===== config.mk =====
export PLATFORM = sky130hd
export DESIGN_NAME = dns_query_encoder_top
export DESIGN_NICKNAME = d
export VERILOG_FILES = /design/src/rtl/dqe_pkg.sv /design/src/rtl/dns_query_encoder_top.sv /design/src/rtl/dqe_front.sv /design/src/rtl/dqe_back.sv /design/src/rtl/dqe_pack.sv
export VERILOG_INCLUDE_DIRS = /design/src /design/src/rtl
export SDC_FILE = /design/constraint.sdc
export NUM_CORES = 1
export LEC_CHECK = 0
export BUFFER_PORTS_ARGS = -buffer_cell sky130_fd_sc_hd__clkbuf_2
export CAP_MARGIN = 20
export CORE_AREA = 2 2 354 356
export CTS_CLUSTER_DIAMETER = 60
export DETAILED_ROUTE_END_ITERATION = 16
export DIE_AREA = 0 0 356 358
export SYNTH_ARGS = -nofsm -noshare
export SYNTH_HDL_FRONTEND = slang
export SYNTH_SLANG_ARGS = --single-unit
export TNS_END_PERCENT = 1

===== constraint.sdc =====
create_clock -name clk -period 11.2 [get_ports clk]
set_input_delay 2.24 -clock clk [delete_from_list [all_inputs] [get_ports clk]]
set_output_delay 2.24 -clock clk [all_outputs]
set_load 0.02 [all_outputs]

===== src/rtl/dns_query_encoder_top_assert.svh =====
// assertion macros for the dns query encoder
// included by the rtl files that carry concurrent checks; no other dependency
`ifndef DNS_QUERY_ENCODER_TOP_ASSERT_SVH
`define DNS_QUERY_ENCODER_TOP_ASSERT_SVH
`ifndef SYNTHESIS
`define DQE_ASSERT(lbl, prop, msg) \
  lbl: assert property (@(posedge clk) disable iff (rst) prop) else $error(msg);
`define DQE_NEVER(lbl, cond, msg) `DQE_ASSERT(lbl, !(cond), msg)
`else
`define DQE_ASSERT(lbl, prop, msg)
`define DQE_NEVER(lbl, cond, msg)
`endif
`endif


===== src/rtl/dqe_pkg.sv =====
// shared types and constants for the dns query encoder
// used by every rtl module of the block; no dependencies
package dqe_pkg;

  localparam int MAX_LABEL   = 63;
  localparam int STORE_DEPTH = 64;
  localparam int LEN_W       = $clog2(STORE_DEPTH);
  localparam int CNT_W       = LEN_W;
  localparam int HDR_BYTES   = 12;
  localparam int CLOSE_BYTES = 5;
  localparam int QUEUE_DEPTH = 2;

  localparam logic [7:0]  DOT_CHAR    = 8'd46;
  // qr bit 15 and opcode at bit 11 stay zero, rd is bit 8
  localparam logic [15:0] HDR_FLAGS   = (16'd0 << 15) | (16'd0 << 11) | (16'd1 << 8);
  localparam logic [15:0] HDR_QDCOUNT = 16'd1;

  localparam logic [1:0] BC_ONE = 2'd1;
  localparam logic [1:0] BC_TWO = 2'd2;

  typedef enum logic [1:0] {
    CK_NONE,
    CK_STORE,
    CK_DOT
  } char_kind_t;

  typedef struct packed {
    logic [7:0]  name_char;
    logic        char_valid;
    logic        first;
    logic        last;
    logic [15:0] query_id;
    logic [15:0] query_type;
    logic [15:0] query_class;
  } item_t;

  typedef struct packed {
    logic [15:0] out_data;
    logic [1:0]  byte_count;
    logic        run_end;
    logic        message_end;
  } result_t;

  // classified word handed from front to back
  typedef struct packed {
    logic        first;
    logic        last;
    char_kind_t  kind;
    logic [7:0]  ch;
    logic [15:0] id;
    logic [15:0] qtype;
    logic [15:0] qclass;
  } cmd_t;

  // one message byte with its end marks
  typedef struct packed {
    logic [7:0] data;
    logic       run_end;
    logic       message_end;
  } msg_byte_t;

endpackage


===== src/rtl/dns_query_encoder_top.sv =====
// top level of the dns query encoder
// depends on dqe_pkg, dqe_front, dqe_back and dqe_pack
//
// Builds a dns query message (12-byte header plus one question without
// the echo record) from a hostname fed one character per input word.
// A word with first set emits the header (id, flags with only rd set,
// qdcount 1, other counts 0) and samples type and class; characters are
// collected into a label of at most 63 bytes, a dot or last writes the
// label out as a length byte plus its bytes (empty labels vanish), and
// last then appends a zero byte, type and class, all big-endian. Bytes
// come out up to two per result word, earlier byte in the upper half; run_end
// marks the final word caused by an input word and message_end the
// final word of the message. Words that produce no bytes produce no
// result. The back end sequencer emits one byte per cycle while the
// packer accepts it; it dequeues each command in its idle state, then
// sends any header bytes, handles the character and sends any flushed
// label and closing bytes; the 2-entry command queue lets the input
// side run ahead meanwhile, and one output register lets the sequencer
// keep going while a result waits to be popped. There is no clearing
// pass after reset.
module dns_query_encoder_top
  import dqe_pkg::*;
(
  input  logic    clk,
  input  logic    rst,
  // input queue side
  input  logic    push,
  output logic    full,
  input  item_t   item,
  // result queue side
  output logic    empty,
  input  logic    pop,
  output result_t result
);

  // front to back command queue
  logic      cmd_valid;
  logic      cmd_pop;
  cmd_t      cmd;

  // back to packer byte stream
  logic      byte_valid;
  logic      byte_ready;
  msg_byte_t msg_byte;

  // classify and queue input words
  dqe_front u_front (
    .clk       (clk),
    .rst       (rst),
    .push      (push),
    .full      (full),
    .item      (item),
    .cmd_valid (cmd_valid),
    .cmd_pop   (cmd_pop),
    .cmd       (cmd)
  );

  // header, label buffering and flushing, closing bytes
  dqe_back u_back (
    .clk        (clk),
    .rst        (rst),
    .cmd_valid  (cmd_valid),
    .cmd_pop    (cmd_pop),
    .cmd        (cmd),
    .byte_valid (byte_valid),
    .byte_ready (byte_ready),
    .byte_out   (msg_byte)
  );

  // pair bytes into result words
  dqe_pack u_pack (
    .clk        (clk),
    .rst        (rst),
    .byte_valid (byte_valid),
    .byte_ready (byte_ready),
    .byte_in    (msg_byte),
    .empty      (empty),
    .pop        (pop),
    .result     (result)
  );

endmodule


===== src/rtl/dqe_front.sv =====
// front end: takes input words, classifies the character, queues commands
// depends on dqe_pkg
module dqe_front
  import dqe_pkg::*;
(
  input  logic  clk,
  input  logic  rst,
  input  logic  push,
  output logic  full,
  input  item_t item,
  output logic  cmd_valid,
  input  logic  cmd_pop,
  output cmd_t  cmd
);

  localparam int PTR_W = (QUEUE_DEPTH > 1) ? $clog2(QUEUE_DEPTH) : 1;
  localparam int CNT_QW = $clog2(QUEUE_DEPTH + 1);

  cmd_t              queue [QUEUE_DEPTH];
  logic [PTR_W-1:0]  wr_ptr;
  logic [PTR_W-1:0]  rd_ptr;
  logic [CNT_QW-1:0] count;
  logic [CNT_QW-1:0] count_next;
  logic              push_ok;
  logic              pop_ok;
  cmd_t              new_cmd;

  assign full      = (count == CNT_QW'(QUEUE_DEPTH));
  assign cmd_valid = (count != '0);
  assign cmd       = queue[rd_ptr];
  assign push_ok   = push && !full;
  assign pop_ok    = cmd_pop && cmd_valid;

  // classify the character
  always_comb begin
    new_cmd.first  = item.first;
    new_cmd.last   = item.last;
    new_cmd.ch     = item.name_char;
    new_cmd.id     = item.query_id;
    new_cmd.qtype  = item.query_type;
    new_cmd.qclass = item.query_class;
    if (!item.char_valid) begin
      new_cmd.kind = CK_NONE;
    end else if (item.name_char == DOT_CHAR) begin
      new_cmd.kind = CK_DOT;
    end else begin
      new_cmd.kind = CK_STORE;
    end
  end

  always_comb begin
    count_next = count + CNT_QW'(push_ok) - CNT_QW'(pop_ok);
  end

  always_ff @(posedge clk) begin
    if (push_ok) begin
      queue[wr_ptr] <= new_cmd;
    end
  end

  always_ff @(posedge clk) begin
    if (rst) begin
      wr_ptr <= '0;
      rd_ptr <= '0;
      count  <= '0;
    end else begin
      count <= count_next;
      if (push_ok) begin
        wr_ptr <= (wr_ptr == PTR_W'(QUEUE_DEPTH - 1)) ? '0 : wr_ptr + PTR_W'(1);
      end
      if (pop_ok) begin
        rd_ptr <= (rd_ptr == PTR_W'(QUEUE_DEPTH - 1)) ? '0 : rd_ptr + PTR_W'(1);
      end
    end
  end

endmodule


===== src/rtl/dqe_back.sv =====
// back end: sequencer that turns commands into message bytes, owns the label memory
// depends on dqe_pkg and dns_query_encoder_top_assert.svh
`include "dns_query_encoder_top_assert.svh"
module dqe_back
  import dqe_pkg::*;
(
  input  logic      clk,
  input  logic      rst,
  input  logic      cmd_valid,
  output logic      cmd_pop,
  input  cmd_t      cmd,
  output logic      byte_valid,
  input  logic      byte_ready,
  output msg_byte_t byte_out
);

  typedef enum logic [5:0] {
    ST_IDLE  = 6'b000001,
    ST_HDR   = 6'b000010,
    ST_CHAR  = 6'b000100,
    ST_FLEN  = 6'b001000,
    ST_FDATA = 6'b010000,
    ST_CLOSE = 6'b100000
  } state_t;

  state_t            state;
  state_t            state_next;
  cmd_t              cur;
  logic [15:0]       held_type;
  logic [15:0]       held_class;
  logic [LEN_W-1:0]  len;
  logic [LEN_W-1:0]  len_next;
  logic [LEN_W-1:0]  len_after;
  logic [CNT_W-1:0]  cnt;
  logic [CNT_W-1:0]  cnt_next;
  logic [7:0]        label_mem [STORE_DEPTH];
  logic [7:0]        rdata;
  logic              mem_we;
  logic              rd_en;
  logic [LEN_W-1:0]  rd_addr;
  logic              load_cur;
  logic              load_held;
  logic              flush_go;

  function automatic logic [7:0] hdr_byte(input logic [CNT_W-1:0] idx,
                                          input logic [15:0] id);
    logic [7:0] b;
    case (idx)
      CNT_W'(0): b = id[15:8];
      CNT_W'(1): b = id[7:0];
      CNT_W'(2): b = HDR_FLAGS[15:8];
      CNT_W'(3): b = HDR_FLAGS[7:0];
      CNT_W'(4): b = HDR_QDCOUNT[15:8];
      CNT_W'(5): b = HDR_QDCOUNT[7:0];
      default:   b = 8'h00;
    endcase
    return b;
  endfunction

  function automatic logic [7:0] close_byte(input logic [CNT_W-1:0] idx,
                                            input logic [15:0] qt,
                                            input logic [15:0] qc);
    logic [7:0] b;
    case (idx)
      CNT_W'(1): b = qt[15:8];
      CNT_W'(2): b = qt[7:0];
      CNT_W'(3): b = qc[15:8];
      CNT_W'(4): b = qc[7:0];
      default:   b = 8'h00;
    endcase
    return b;
  endfunction

  always_comb begin
    state_next = state;
    cnt_next   = cnt;
    len_next   = len;
    len_after  = len;
    flush_go   = 1'b0;
    cmd_pop    = 1'b0;
    load_cur   = 1'b0;
    load_held  = 1'b0;
    mem_we     = 1'b0;
    rd_en      = 1'b0;
    rd_addr    = LEN_W'(cnt);
    byte_valid = 1'b0;
    byte_out   = '0;
    unique case (state)
      ST_IDLE: begin
        if (cmd_valid) begin
          cmd_pop  = 1'b1;
          load_cur = 1'b1;
          cnt_next = '0;
          if (cmd.first) begin
            load_held  = 1'b1;
            len_next   = '0;
            state_next = ST_HDR;
          end else begin
            state_next = ST_CHAR;
          end
        end
      end
      ST_HDR: begin
        byte_valid           = 1'b1;
        byte_out.data        = hdr_byte(cnt, cur.id);
        byte_out.run_end     = (cnt == CNT_W'(HDR_BYTES - 1)) && !cur.last;
        if (byte_ready) begin
          if (cnt == CNT_W'(HDR_BYTES - 1)) begin
            cnt_next   = '0;
            state_next = ST_CHAR;
          end else begin
            cnt_next = cnt + CNT_W'(1);
          end
        end
      end
      ST_CHAR: begin
        // store the character unless the label is already full
        if (cur.kind == CK_STORE && len < LEN_W'(MAX_LABEL)) begin
          mem_we    = 1'b1;
          len_after = len + LEN_W'(1);
        end
        flush_go = (cur.kind == CK_DOT || cur.last) && (len_after != '0);
        len_next = len_after;
        cnt_next = '0;
        if (flush_go) begin
          state_next = ST_FLEN;
        end else if (cur.last) begin
          state_next = ST_CLOSE;
        end else begin
          state_next = ST_IDLE;
        end
      end
      ST_FLEN: begin
        byte_valid    = 1'b1;
        byte_out.data = 8'(len);
        if (byte_ready) begin
          rd_en      = 1'b1;
          rd_addr    = '0;
          cnt_next   = '0;
          state_next = ST_FDATA;
        end
      end
      ST_FDATA: begin
        byte_valid       = 1'b1;
        byte_out.data    = rdata;
        byte_out.run_end = (LEN_W'(cnt) == len - LEN_W'(1)) && !cur.last;
        if (byte_ready) begin
          if (LEN_W'(cnt) == len - LEN_W'(1)) begin
            len_next   = '0;
            cnt_next   = '0;
            state_next = cur.last ? ST_CLOSE : ST_IDLE;
          end else begin
            rd_en    = 1'b1;
            rd_addr  = LEN_W'(cnt) + LEN_W'(1);
            cnt_next = cnt + CNT_W'(1);
          end
        end
      end
      ST_CLOSE: begin
        byte_valid           = 1'b1;
        byte_out.data        = close_byte(cnt, held_type, held_class);
        byte_out.run_end     = (cnt == CNT_W'(CLOSE_BYTES - 1));
        byte_out.message_end = (cnt == CNT_W'(CLOSE_BYTES - 1));
        if (byte_ready) begin
          if (cnt == CNT_W'(CLOSE_BYTES - 1)) begin
            cnt_next   = '0;
            state_next = ST_IDLE;
          end else begin
            cnt_next = cnt + CNT_W'(1);
          end
        end
      end
      default: begin
        state_next = ST_IDLE;
      end
    endcase
  end

  // label memory: one write, one registered read
  always_ff @(posedge clk) begin
    if (mem_we) begin
      label_mem[len] <= cur.ch;
    end
  end

  always_ff @(posedge clk) begin
    if (rd_en) begin
      rdata <= label_mem[rd_addr];
    end
  end

  always_ff @(posedge clk) begin
    if (load_cur) begin
      cur <= cmd;
    end
  end

  always_ff @(posedge clk) begin
    if (rst) begin
      state      <= ST_IDLE;
      cnt        <= '0;
      len        <= '0;
      held_type  <= '0;
      held_class <= '0;
    end else begin
      state <= state_next;
      cnt   <= cnt_next;
      len   <= len_next;
      if (load_held) begin
        held_type  <= cmd.qtype;
        held_class <= cmd.qclass;
      end
    end
  end

  `DQE_ASSERT(a_pop_starts_item, cmd_pop |=> (state == ST_HDR || state == ST_CHAR), "bad state after dequeue")
  `DQE_NEVER(a_flush_empty, (state == ST_FDATA) && (len == '0), "flushing an empty label")
  `DQE_ASSERT(a_msg_end_close, (byte_valid && byte_out.message_end) |-> (byte_out.run_end && state == ST_CLOSE), "message end outside close")
  `DQE_ASSERT(a_hdr_first, (state == ST_HDR) |-> (cur.first && cnt < CNT_W'(HDR_BYTES)), "header without first")

endmodule


===== src/rtl/dqe_pack.sv =====
// byte packer: pairs message bytes into result words, holds one output word
// depends on dqe_pkg
module dqe_pack
  import dqe_pkg::*;
(
  input  logic      clk,
  input  logic      rst,
  input  logic      byte_valid,
  output logic      byte_ready,
  input  msg_byte_t byte_in,
  output logic      empty,
  input  logic      pop,
  output result_t   result
);

  logic       pend_v;
  logic [7:0] pend_data;
  logic       out_v;
  result_t    out_word;
  result_t    word_next;
  logic       needs_emit;
  logic       slot_free;
  logic       take;
  logic       emit;

  assign needs_emit = pend_v || byte_in.run_end;
  assign slot_free  = !out_v || pop;
  assign byte_ready = !needs_emit || slot_free;
  assign take       = byte_valid && byte_ready;
  assign emit       = take && needs_emit;
  assign empty      = !out_v;
  assign result     = out_word;

  // earlier byte in the upper half, a lone byte pads with zero
  always_comb begin
    if (pend_v) begin
      word_next.out_data   = {pend_data, byte_in.data};
      word_next.byte_count = BC_TWO;
    end else begin
      word_next.out_data   = {byte_in.data, 8'h00};
      word_next.byte_count = BC_ONE;
    end
    word_next.run_end     = byte_in.run_end;
    word_next.message_end = byte_in.message_end;
  end

  always_ff @(posedge clk) begin
    if (emit) begin
      out_word <= word_next;
    end
    if (take && !needs_emit) begin
      pend_data <= byte_in.data;
    end
  end

  always_ff @(posedge clk) begin
    if (rst) begin
      pend_v <= 1'b0;
      out_v  <= 1'b0;
    end else begin
      if (take) begin
        pend_v <= !needs_emit;
      end
      if (emit) begin
        out_v <= 1'b1;
      end else if (pop) begin
        out_v <= 1'b0;
      end
    end
  end

endmodule


After elaboration in Yosys (flattened, before gate mapping)
Memories as Yosys holds them, arrays and structs flattened. A register that Yosys moved wholly into a read port is not among the register bits. Cells that the tools add are included.

$add $sub $neg: 7. Order comparisons: 1. Equality and inequality tests: 26. Mux-type cells: 60. Reductions and logical operators: 28.

Operator list (count): 6-bit 2-to-1 mux (26); 6-bit case mux with 6 select lines (2); 8-bit case mux with 4 select lines (2); 8-bit case mux with 3 select lines (1); 1-bit 2-to-1 mux (21); 6-bit by 2-bit == test with 1-bit output (second input constant) (3); 6-bit by 3-bit == test with 1-bit output (second input constant) (3); 18-bit 2-to-1 mux (1); 6-bit case mux with 3 select lines (1); 2-bit by 1-bit inequality test with 1-bit output (second input constant) (8); 6-bit by 1-bit adder with 6-bit output (second input constant) (2); 6-bit by 1-bit == test with 1-bit output (second input constant) (2); 6-bit by 4-bit == test with 1-bit output (second input constant) (2); 6-bit case mux with 2 select lines (1); 6-bit nonzero test (2); 5-bit AND reduction (2); 1-bit logical AND (9); 8-bit by 6-bit == test with 1-bit output (second input constant) (1); 8-bit AND reduction (1); 6-bit by 5-bit == test with 1-bit output (second input constant) (1); 6-bit == test (1); 6-bit == test (second input constant) (1); 6-bit zero test (1); 6-bit less-than comparator (second input constant) (1); other kinds (17) (27).

Bits in registers: 111. Bits in writable memories: 632. Input bits: 63. Output and inout bits: 22. Word-level logic and storage cells: 144. Memories kept: 2.

Memory list: u_back.label_mem (depth 64, bits a word 8, rd ports 1, clocked after Yosys merged registers in 1, wr ports 1, line dqe_back.sv:36) `logic [7:0] label_mem [STORE_DEPTH];`; u_front.queue (depth 2, bits a word 60, rd ports 1, clocked after Yosys merged registers in 1, wr ports 1, line dqe_front.sv:19) `cmd_t queue [QUEUE_DEPTH];`.

Depth between registers and ports, before layout
Gate-level depths: netlist of run 1.

Depth in word-level cells: 10. Gate-level depth with buffers: 22.

Modules after synthesis
A second synthesis of run 1 with hierarchy kept.

Cell total of the unflattened synthesis: 1963. Area total of the unflattened synthesis: 30583.1 um^2.

By module, submodules not included: dqe_back (times used 1, cells an instance 1685, area each 24887.6 um^2); dqe_front (times used 1, cells an instance 218, area each 4583.1 um^2); dqe_pack (times used 1, cells an instance 60, area each 1112.3 um^2).

Least setup slack after synthesis of run 1
No wires, ideal clock.

Kind: input -> register. Start: input port push. End: memory u_front.queue[0][0] in the netlist's numbering, enable pin. Arrival time: 4837 ps. Setup slack: 5885 ps. Cell stages on the path: 2. Buffers on the path: 0. Cell sequence: nand2_1 -> nor2_1.

Longest elaborated chain between the ends: 3.

Ends and longest elaborated chain: start, declared (line dns_query_encoder_top.sv:27) `input logic push,`; 1-bit logical AND (line dqe_front.sv:31) `assign push_ok = push && !full;`; 1-bit 2-to-1 mux (line dqe_front.sv:56) `if (push_ok) begin`; 1-bit 2-to-1 mux (implied by the code) (line dqe_front.sv:57) `queue[wr_ptr] <= new_cmd;`; end, declared (line dqe_front.sv:19).

Every way passes these cells.

Worst setup path in the final report of run 1
Start: register u_back.len[0]. End: register u_back.rdata[2] (read register of u_back.label_mem) (data pin).

Longest elaborated chain between the ends: 9. Elaborated cells between the ends (all ways): 15. Those cells by class: 1 x add/sub; 1 x eq/ne; 9 x mux; 4 x reduce/logical.

Ends and longest elaborated chain: start, declared (line dqe_back.sv:31) `logic [LEN_W-1:0] len;`; start signal, assigned (line dqe_back.sv:208) `len <= len_next;`; 6-bit by 1-bit subtractor with 6-bit output (*) (line dqe_back.sv:146, dqe_back.sv:148); 6-bit == test (*) (line dqe_back.sv:146, dqe_back.sv:148); 1-bit logical AND (line dqe_back.sv:146) `byte_out.run_end = (LEN_W'(cnt) == len - LEN_W'(1)) && !cur.last;`; 1-bit case mux with 3 select lines (line dqe_back.sv:88) `unique case (state)`; 1-bit logical OR (line dqe_pack.sv:26) `assign needs_emit = pend_v || byte_in.run_end;`; 1-bit zero test (line dqe_pack.sv:28) `assign byte_ready = !needs_emit || slot_free;`; 1-bit logical OR (line dqe_pack.sv:28); 6-bit 2-to-1 mux, or another cell as far along (line dqe_back.sv:147) `if (byte_ready) begin`; 6-bit case mux with 2 select lines or 1-bit case mux with 2 select lines (tied branches) (line dqe_back.sv:88); end, declared (line dqe_back.sv:37) `logic [7:0] rdata;`.

Every way passes the cells marked *; elsewhere a longest branch is shown, timed or not. A chain may end at the register's enable or synchronous reset.

==> impl_metrics.json, run 1 <==
{
  "status": "finished clean",
  "rows": 129,
  "fin_setup_tns_ns": 0,
  "die_w_um": 356,
  "synth_top_area_share_pct": 67.8,
  "root_buffer": "clkbuf_16",
  "grtUsageMet2_pct": 19.3,
  "drt_iter0_drc": 1603,
  "drtAntennaViolNets": 0,
  "use_met3_pct": 2.20,
  "clkSinkCount": 752,
  "antenna_found_initial": 2,
  "slowest_stage": "a21oi_4",
  "clk_pin_slew_ns": 0.06,
  "clk_latency_ns": 0.63,
  "grt_max_degree": 128,
  "yosys-top-cells-area": "edfxtp_1 (68%), mux2i_1 (9.6%), dfxtp_1 (3.7%)",
  "wl_per_cell_um": 19.9,
  "post-cts-setup-buffer-count": 0,
  "syn_area_per_cell_um2": 14.8,
  "die_area_um2": 127000,
  "min_period_ns": 6.06,
  "async_flop_share_pct": 0,
  "crit_path_max_incr_delay_ns": 0.89,
  "hold_viol": 0,
  "worstSetupStartpointType": "register",
  "core_um2": 123000,
  "synth_nets": 2155,
  "mostFrequentLayoutCells": "edfxtp_1 (695), mux2i_1 (295), nand2_1 (181)",
  "dp.cells": 3717,
  "place_congestion": 0.873,
  "crit_required_ns": 11.59,
  "crit_fanout": 40,
  "synth_top_area_cell": "edfxtp_1",
  "cts_max_level": 3,
  "grt_usage_pct": 11.7,
  "drc": 0,
  "syn_area_um2": 30800,
  "grt_pass1_vias": 17400,
  "post_cts_resize_count": 0,
  "max_cap_viol_count": 0,
  "relSlewSlack_pct": 22.1,
  "grt.overflow.total": 0,
  "p_leak_nw": 12.8,
  "ys_ff_latch": 752,
  "crit_type": "register to register",
  "instances_no_fill": 3856,
  "die_height_um": 358,
  "fin_crit_sh_pct": 54.1,
  "vias": 17900,
  "path_buf_inv": 2,
  "layout_commonest_cell": "edfxtp_1",
  "peakVddDrop_uv": 110,
  "hold_class": "register to register",
  "netlist_instances": 2083,
  "yosys_warnings": 0,
  "synth_edf_count": 695,
  "global_route.usage.met1_pct": 15.4,
  "busiest_layer": "met2",
  "powerDensity_nw_per_um2": 191,
  "clock_path_buffers": 3,
  "io_buffers": 84,
  "hold_buffers": 0,
  "initial_core_util_pct": 25.0,
  "num-nets-final": 2231,
  "tightest_slew_ns": 1.16,
  "finalSetupViolations": 0,
  "dp_hpwl_um": 48500,
  "finClkSkew_ns": 0.0198,
  "fmax_mhz": 165,
  "maxSlewViolCount": 0,
  "ys.flop_type": "edfxtp_1",
  "critPathArrivalTime_ns": 6.45,
  "synth-seq-area-share_pct": 71.5,
  "yosysUniqueCellTypes": 72,
  "wirelength_um": 76700,
  "rsz0062_at_grt": "no",
  "crit_family": "compound AO/OA/AOI/OAI gates",
  "drive_gt1_share_pct": 13.0,
  "endpoint_kind": "register",
  "grt_pass1_wl_um": 113000,
  "vias_per_cell": 4.65,
  "path_cells": "inv_1 -> ha_1 -> and2_1 -> a211o_1 -> a31o_2 -> a21oi_1 -> o22ai_1 -> a21oi_4 -> buf_4 -> mux2i_1 -> a2111oi_0 -> nor4_1 -> and4_1",
  "cts_tree": "built",
  "numCtsBuffers": 75,
  "io_pins": 85,
  "area_growth_pct": 15.0,
  "firstDrtPassIters": 7
}
-- metal layers --
layer | routed length [um] | vias up
met5 | 0 | -
met4 | 2300 | 0
met3 | 5330 | 151
met2 | 36600 | 635
met1 | 32400 | 8992
li1 | - | 8146
-- worst register-to-register path, stage by stage (launching register included) --
cell and delay, ns:
dfxtp_1 0.58, inv_1 0.16, ha_1 0.24, and2_1 0.18, a211o_1 0.31, a31o_2 0.27
a21oi_1 0.69, o22ai_1 0.34, a21oi_4 0.89, buf_4 0.70, mux2i_1 0.27, a2111oi_0 0.71
nor4_1 0.24, and4_1 0.25
-- metrics by stage --
step | setup slack, ns | util [%] | total power [mW] | hold WS [ns] | cell area (um^2)
final | 5.14 | 28.7 | 6.75 | 0.501 | 35400
after global routing | 4.75 | 28.7 | 6.99 | 0.518 | 35400
after CTS | 5.25 | 28.7 | 6.80 | 0.502 | 35400
after detailed placement | 4.81 | 26.8 | 4.39 | 0.493 | 33000
after global placement | 4.84 | 26.7 | 4.37 | 0.490 | 33000
after floorplan | 5.88 | - | 4.09 | 0.440 | 30800
-- synth_stat cells, drive strengths merged, types with 4 or more instances --
cell	instances
edfxtp	695
mux2i	295
nand2	181
nor2	165
nand3	77
buf	63
clkbuf	62
dfxtp	57
a21oi	49
a211oi	46
mux2	44
o21ai	41
a22oi	35
inv	25
o22ai	22
and3	15
or2	13
nor3	12
nor4	12
or3	12
a311oi	9
ha	9
a2111oi	8
nand2b	8
nor2b	8
o211ai	8
xnor2	8
a31oi	7
and2	7
o31a	6
nor3b	5
a21boi	4
a221oi	4
a32oi	4
o2bb2ai	4
or4	4
xor2	4
-- report_power, final --
| part | internal, mW | switching [mW] | leakage (nW) |
|---|---|---|---|
| Clock | 1.37 | 1.05 | 1.14 |
| Combinational | 0.210 | 0.576 | 4.88 |
| Sequential | 3.48 | 0.0620 | 6.75 |
-- sequential cells by signal, summed over array words and instances (netlist names), named ones only --
signal	count
u_back.label_mem	512
u_front.queue	120
u_back.cur	27
u_pack.result	20
u_back.held_class	16
u_back.held_type	16
u_back.rdata	8
u_pack.pend_data	8
u_back.cnt	6
u_back.len	6
u_back.state	6
u_front.count	2
u_front.rd_ptr	1
u_front.wr_ptr	1
u_pack.out_v	1
u_pack.pend_v	1
-- kinds of logic (layout without fill, tap and decap cells) --
logic type               after synthesis  count (layout)  share of synthesized area, %
adder cells (fa/ha/maj)                9               9                         0.366
AND/OR/NAND/NOR                      538             538                          7.98
AO/OA/AOI/OAI                        281             281                          6.32
buffers and inverters                151             286                          2.24
other                                  0               1                             0
multiplexers                         340             340                          11.3
XOR/XNOR                              12              12                         0.341
flip-flops                           752             752                          71.5
-- cell type report --
| type | count | area [um^2] |
|---|---|---|
| tap | 1637 | 2050 |
| timing repair buffer | 124 | 746 |
| sequential | 752 | 22000 |
| clock buffer | 98 | 2010 |
| multi-input combinational | 1180 | 8150 |
| antenna | 1 | 2.50 |
| fill | 12400 | 87900 |
| inverter | 26 | 97.6 |
| clock inverter | 38 | 325 |
-- final timing paths --
check        slack (ns)  depth (start not counted)                   to                start
min reg2reg        0.50                          2  u_back.held_type[3]  u_back.held_type[3]
max                5.14                         13      u_back.rdata[2]        u_back.len[0]
min                0.50                          2  u_back.held_type[3]  u_back.held_type[3]
max reg2reg        5.14                         13      u_back.rdata[2]        u_back.len[0]
Note: power is estimated with default switching activity, not from simulation.
==> run 2: changes to the inputs <==
==> constraint.sdc (replaced) <==
create_clock -name clk -period 5.3 [get_ports clk]
set_input_delay 1.06 -clock clk [delete_from_list [all_inputs] [get_ports clk]]
set_output_delay 1.06 -clock clk [all_outputs]
set_load 0.02 [all_outputs]
==> impl_metrics.json, run 2 (same netlist as run 1, synthesis figures left out) <==
{
  "tightest_slew_ns": 1.20,
  "fin_total_pwr_mw": 14.4,
  "finClkSkew_ns": 0.0346,
  "reg2reg_to": "u_back.rdata[1]",
  "place_congestion": 0.882,
  "wl_met1_um": 32600,
  "peakVddDrop_uv": 284,
  "clk_pin_slew_ns": 0.06,
  "reg2reg_slack_ns": 0.15,
  "place_ws_ns": -0.00162,
  "rr_startpoint": "u_back.len[1]",
  "max_cap_viol_count": 0,
  "hold_class": "register to register",
  "fin_crit_sh_pct": 97.2,
  "fmax_mhz": 194,
  "grt.overflow.total": 0,
  "cts_tree": "built",
  "powerDensity_nw_per_um2": 402,
  "relSlewSlack_pct": 19.6,
  "grt_max_degree": 76,
  "io_buffers": 84,
  "hold_depth": 2,
  "crit_fanout": 75,
  "top_register": "u_back.label_mem",
  "critPathLaunch": "u_back.len[1]",
  "largest_reg_flops": 512,
  "crit_required_ns": 5.69,
  "min_period_ns": 5.15,
  "maxSlewViolCount": 0,
  "place_area_um2": 33500,
  "cts_max_level": 3,
  "utilization_pct": 29.1,
  "worstSetupStartpointType": "register",
  "n_antenna_cell": 0,
  "fin_area_um2": 35900,
  "critical_path.endpoint": "u_back.rdata[1]",
  "p_leak_nw": 13.1,
  "initial_core_util_pct": 25.0,
  "largestRegisters": "u_back.label_mem (512), u_front.queue (120), u_back.cur (27)",
  "clock_path_buffers": 3,
  "r2r_cells": 17,
  "io_pins": 85,
  "vias": 18000,
  "numCtsBuffers": 76,
  "hold_viol": 0,
  "root_buffer": "clkbuf_16",
  "layout_commonest_cell": "edfxtp_1",
  "grt_usage_pct": 11.9,
  "antenna_found_initial": 3,
  "finalSetupViolations": 0,
  "crit_type": "register to register",
  "firstDrtPassIters": 6,
  "wl_per_cell_um": 19.8,
  "wl_met2_um": 37100,
  "die_w_um": 356,
  "wirelength_um": 77200,
  "vias_per_cell": 4.63,
  "dp.cells": 3761,
  "drc": 0,
  "endpoint_kind": "register",
  "clkSinkCount": 752,
  "rsz0062_at_grt": "yes",
  "grt_pass1_vias": 17500,
  "mostFrequentLayoutCells": "edfxtp_1 (695), mux2i_1 (295), nand2_1 (181)",
  "clk_latency_ns": 0.64,
  "die_area_um2": 127000,
  "die_height_um": 358,
  "critPathArrivalTime_ns": 5.54,
  "met3WireLength_um": 4890,
  "drt_iter0_drc": 1569,
  "num-nets-final": 2274,
  "grt_pass1_wl_um": 114000,
  "instances_no_fill": 3891,
  "finalWorstSetupSlack_ns": 0.148,
  "top_layer_used": "met5",
  "drtAntennaViolNets": 0,
  "area_growth_pct": 16.7,
  "status": "finished clean",
  "core_um2": 123000,
  "dp_hpwl_um": 50600,
  "rows": 129,
  "drive_gt1_share_pct": 15.2
}
## run 2: changes by cell type in the layout (fill, tap and decap cells not counted), sizes merged
cell / before / now
buf: 39 / 81
bufinv: 4 / 7
clkinvlp: 1 / 3
clkbuf: 183 / 182
diode: 1 / 0
clkinv: 29 / 21
inv: 30 / 28
## run 2: what timing repair did
action | CTS | global route
gates resized for setup | 1 | 7
setup buffers | 0 | 0
endpoints found under the setup margin | 1 | 6
hold buffers | 0 | 0
## run 2: per-layer routing
layer	up-vias	track usage, %
li1	8208	-
met1	8969	15.6
met2	690	19.5
met3	132	1.84
met4	2	4.81
met5	-	0
## run 2: report_power, final
part           switching (mW)  internal, mW  total (mW)
clock                    2.20          3.06        5.27
sequential              0.132          7.36        7.49
combinational            1.23         0.454        1.68
total                    3.56          10.9        14.4
## run 2: critical path: stages, from the launching register on
cell and delay [ns]:
dfxtp_1 0.49, inv_1 0.14, ha_1 0.34, xnor2_1 0.14, nor2_1 0.16, o211a_1 0.32
nand2_1 0.11, ha_1 0.33, nor3_1 0.06, a32o_1 0.23, a221o_1 0.32, nor3_4 0.31
clkbuf_16 0.44, mux2i_1 0.26, mux2i_1 0.10, mux2_2 0.29, o211ai_1 0.55, and3b_1 0.25
## run 2: cell type report
type / instances / area (um^2)
Multi-Input combinational cell: 1180 / 8190
Timing Repair Buffer: 166 / 1150
Inverter: 26 / 97.6
Clock buffer: 97 / 2030
Tap cell: 1637 / 2050
Clock inverter: 33 / 398
Sequential cell: 752 / 22000
Fill cell: 12400 / 87400
## run 2: worst min path at each step
stage	start	endpoint	slack, ns
detailed placement	u_back.held_type[12]	u_back.held_type[12]	0.49
global placement	u_back.held_type[12]	u_back.held_type[12]	0.49
CTS	u_back.held_type[12]	u_back.held_type[12]	0.50
floorplan	u_pack.pend_v	u_pack.result[3]	0.44
finish	u_back.held_type[12]	u_back.held_type[12]	0.50
global route	u_back.held_class[15]	u_back.held_class[15]	0.52
## run 2: stage by stage
stage / hold WS, ns / setup TNS (ns)
floorplan: 0.440 / 0
global placement: 0.489 / -0.0380
detailed placement: 0.493 / -0.00162
CTS: 0.502 / 0
global route: 0.524 / -0.0449
finish: 0.500 / 0
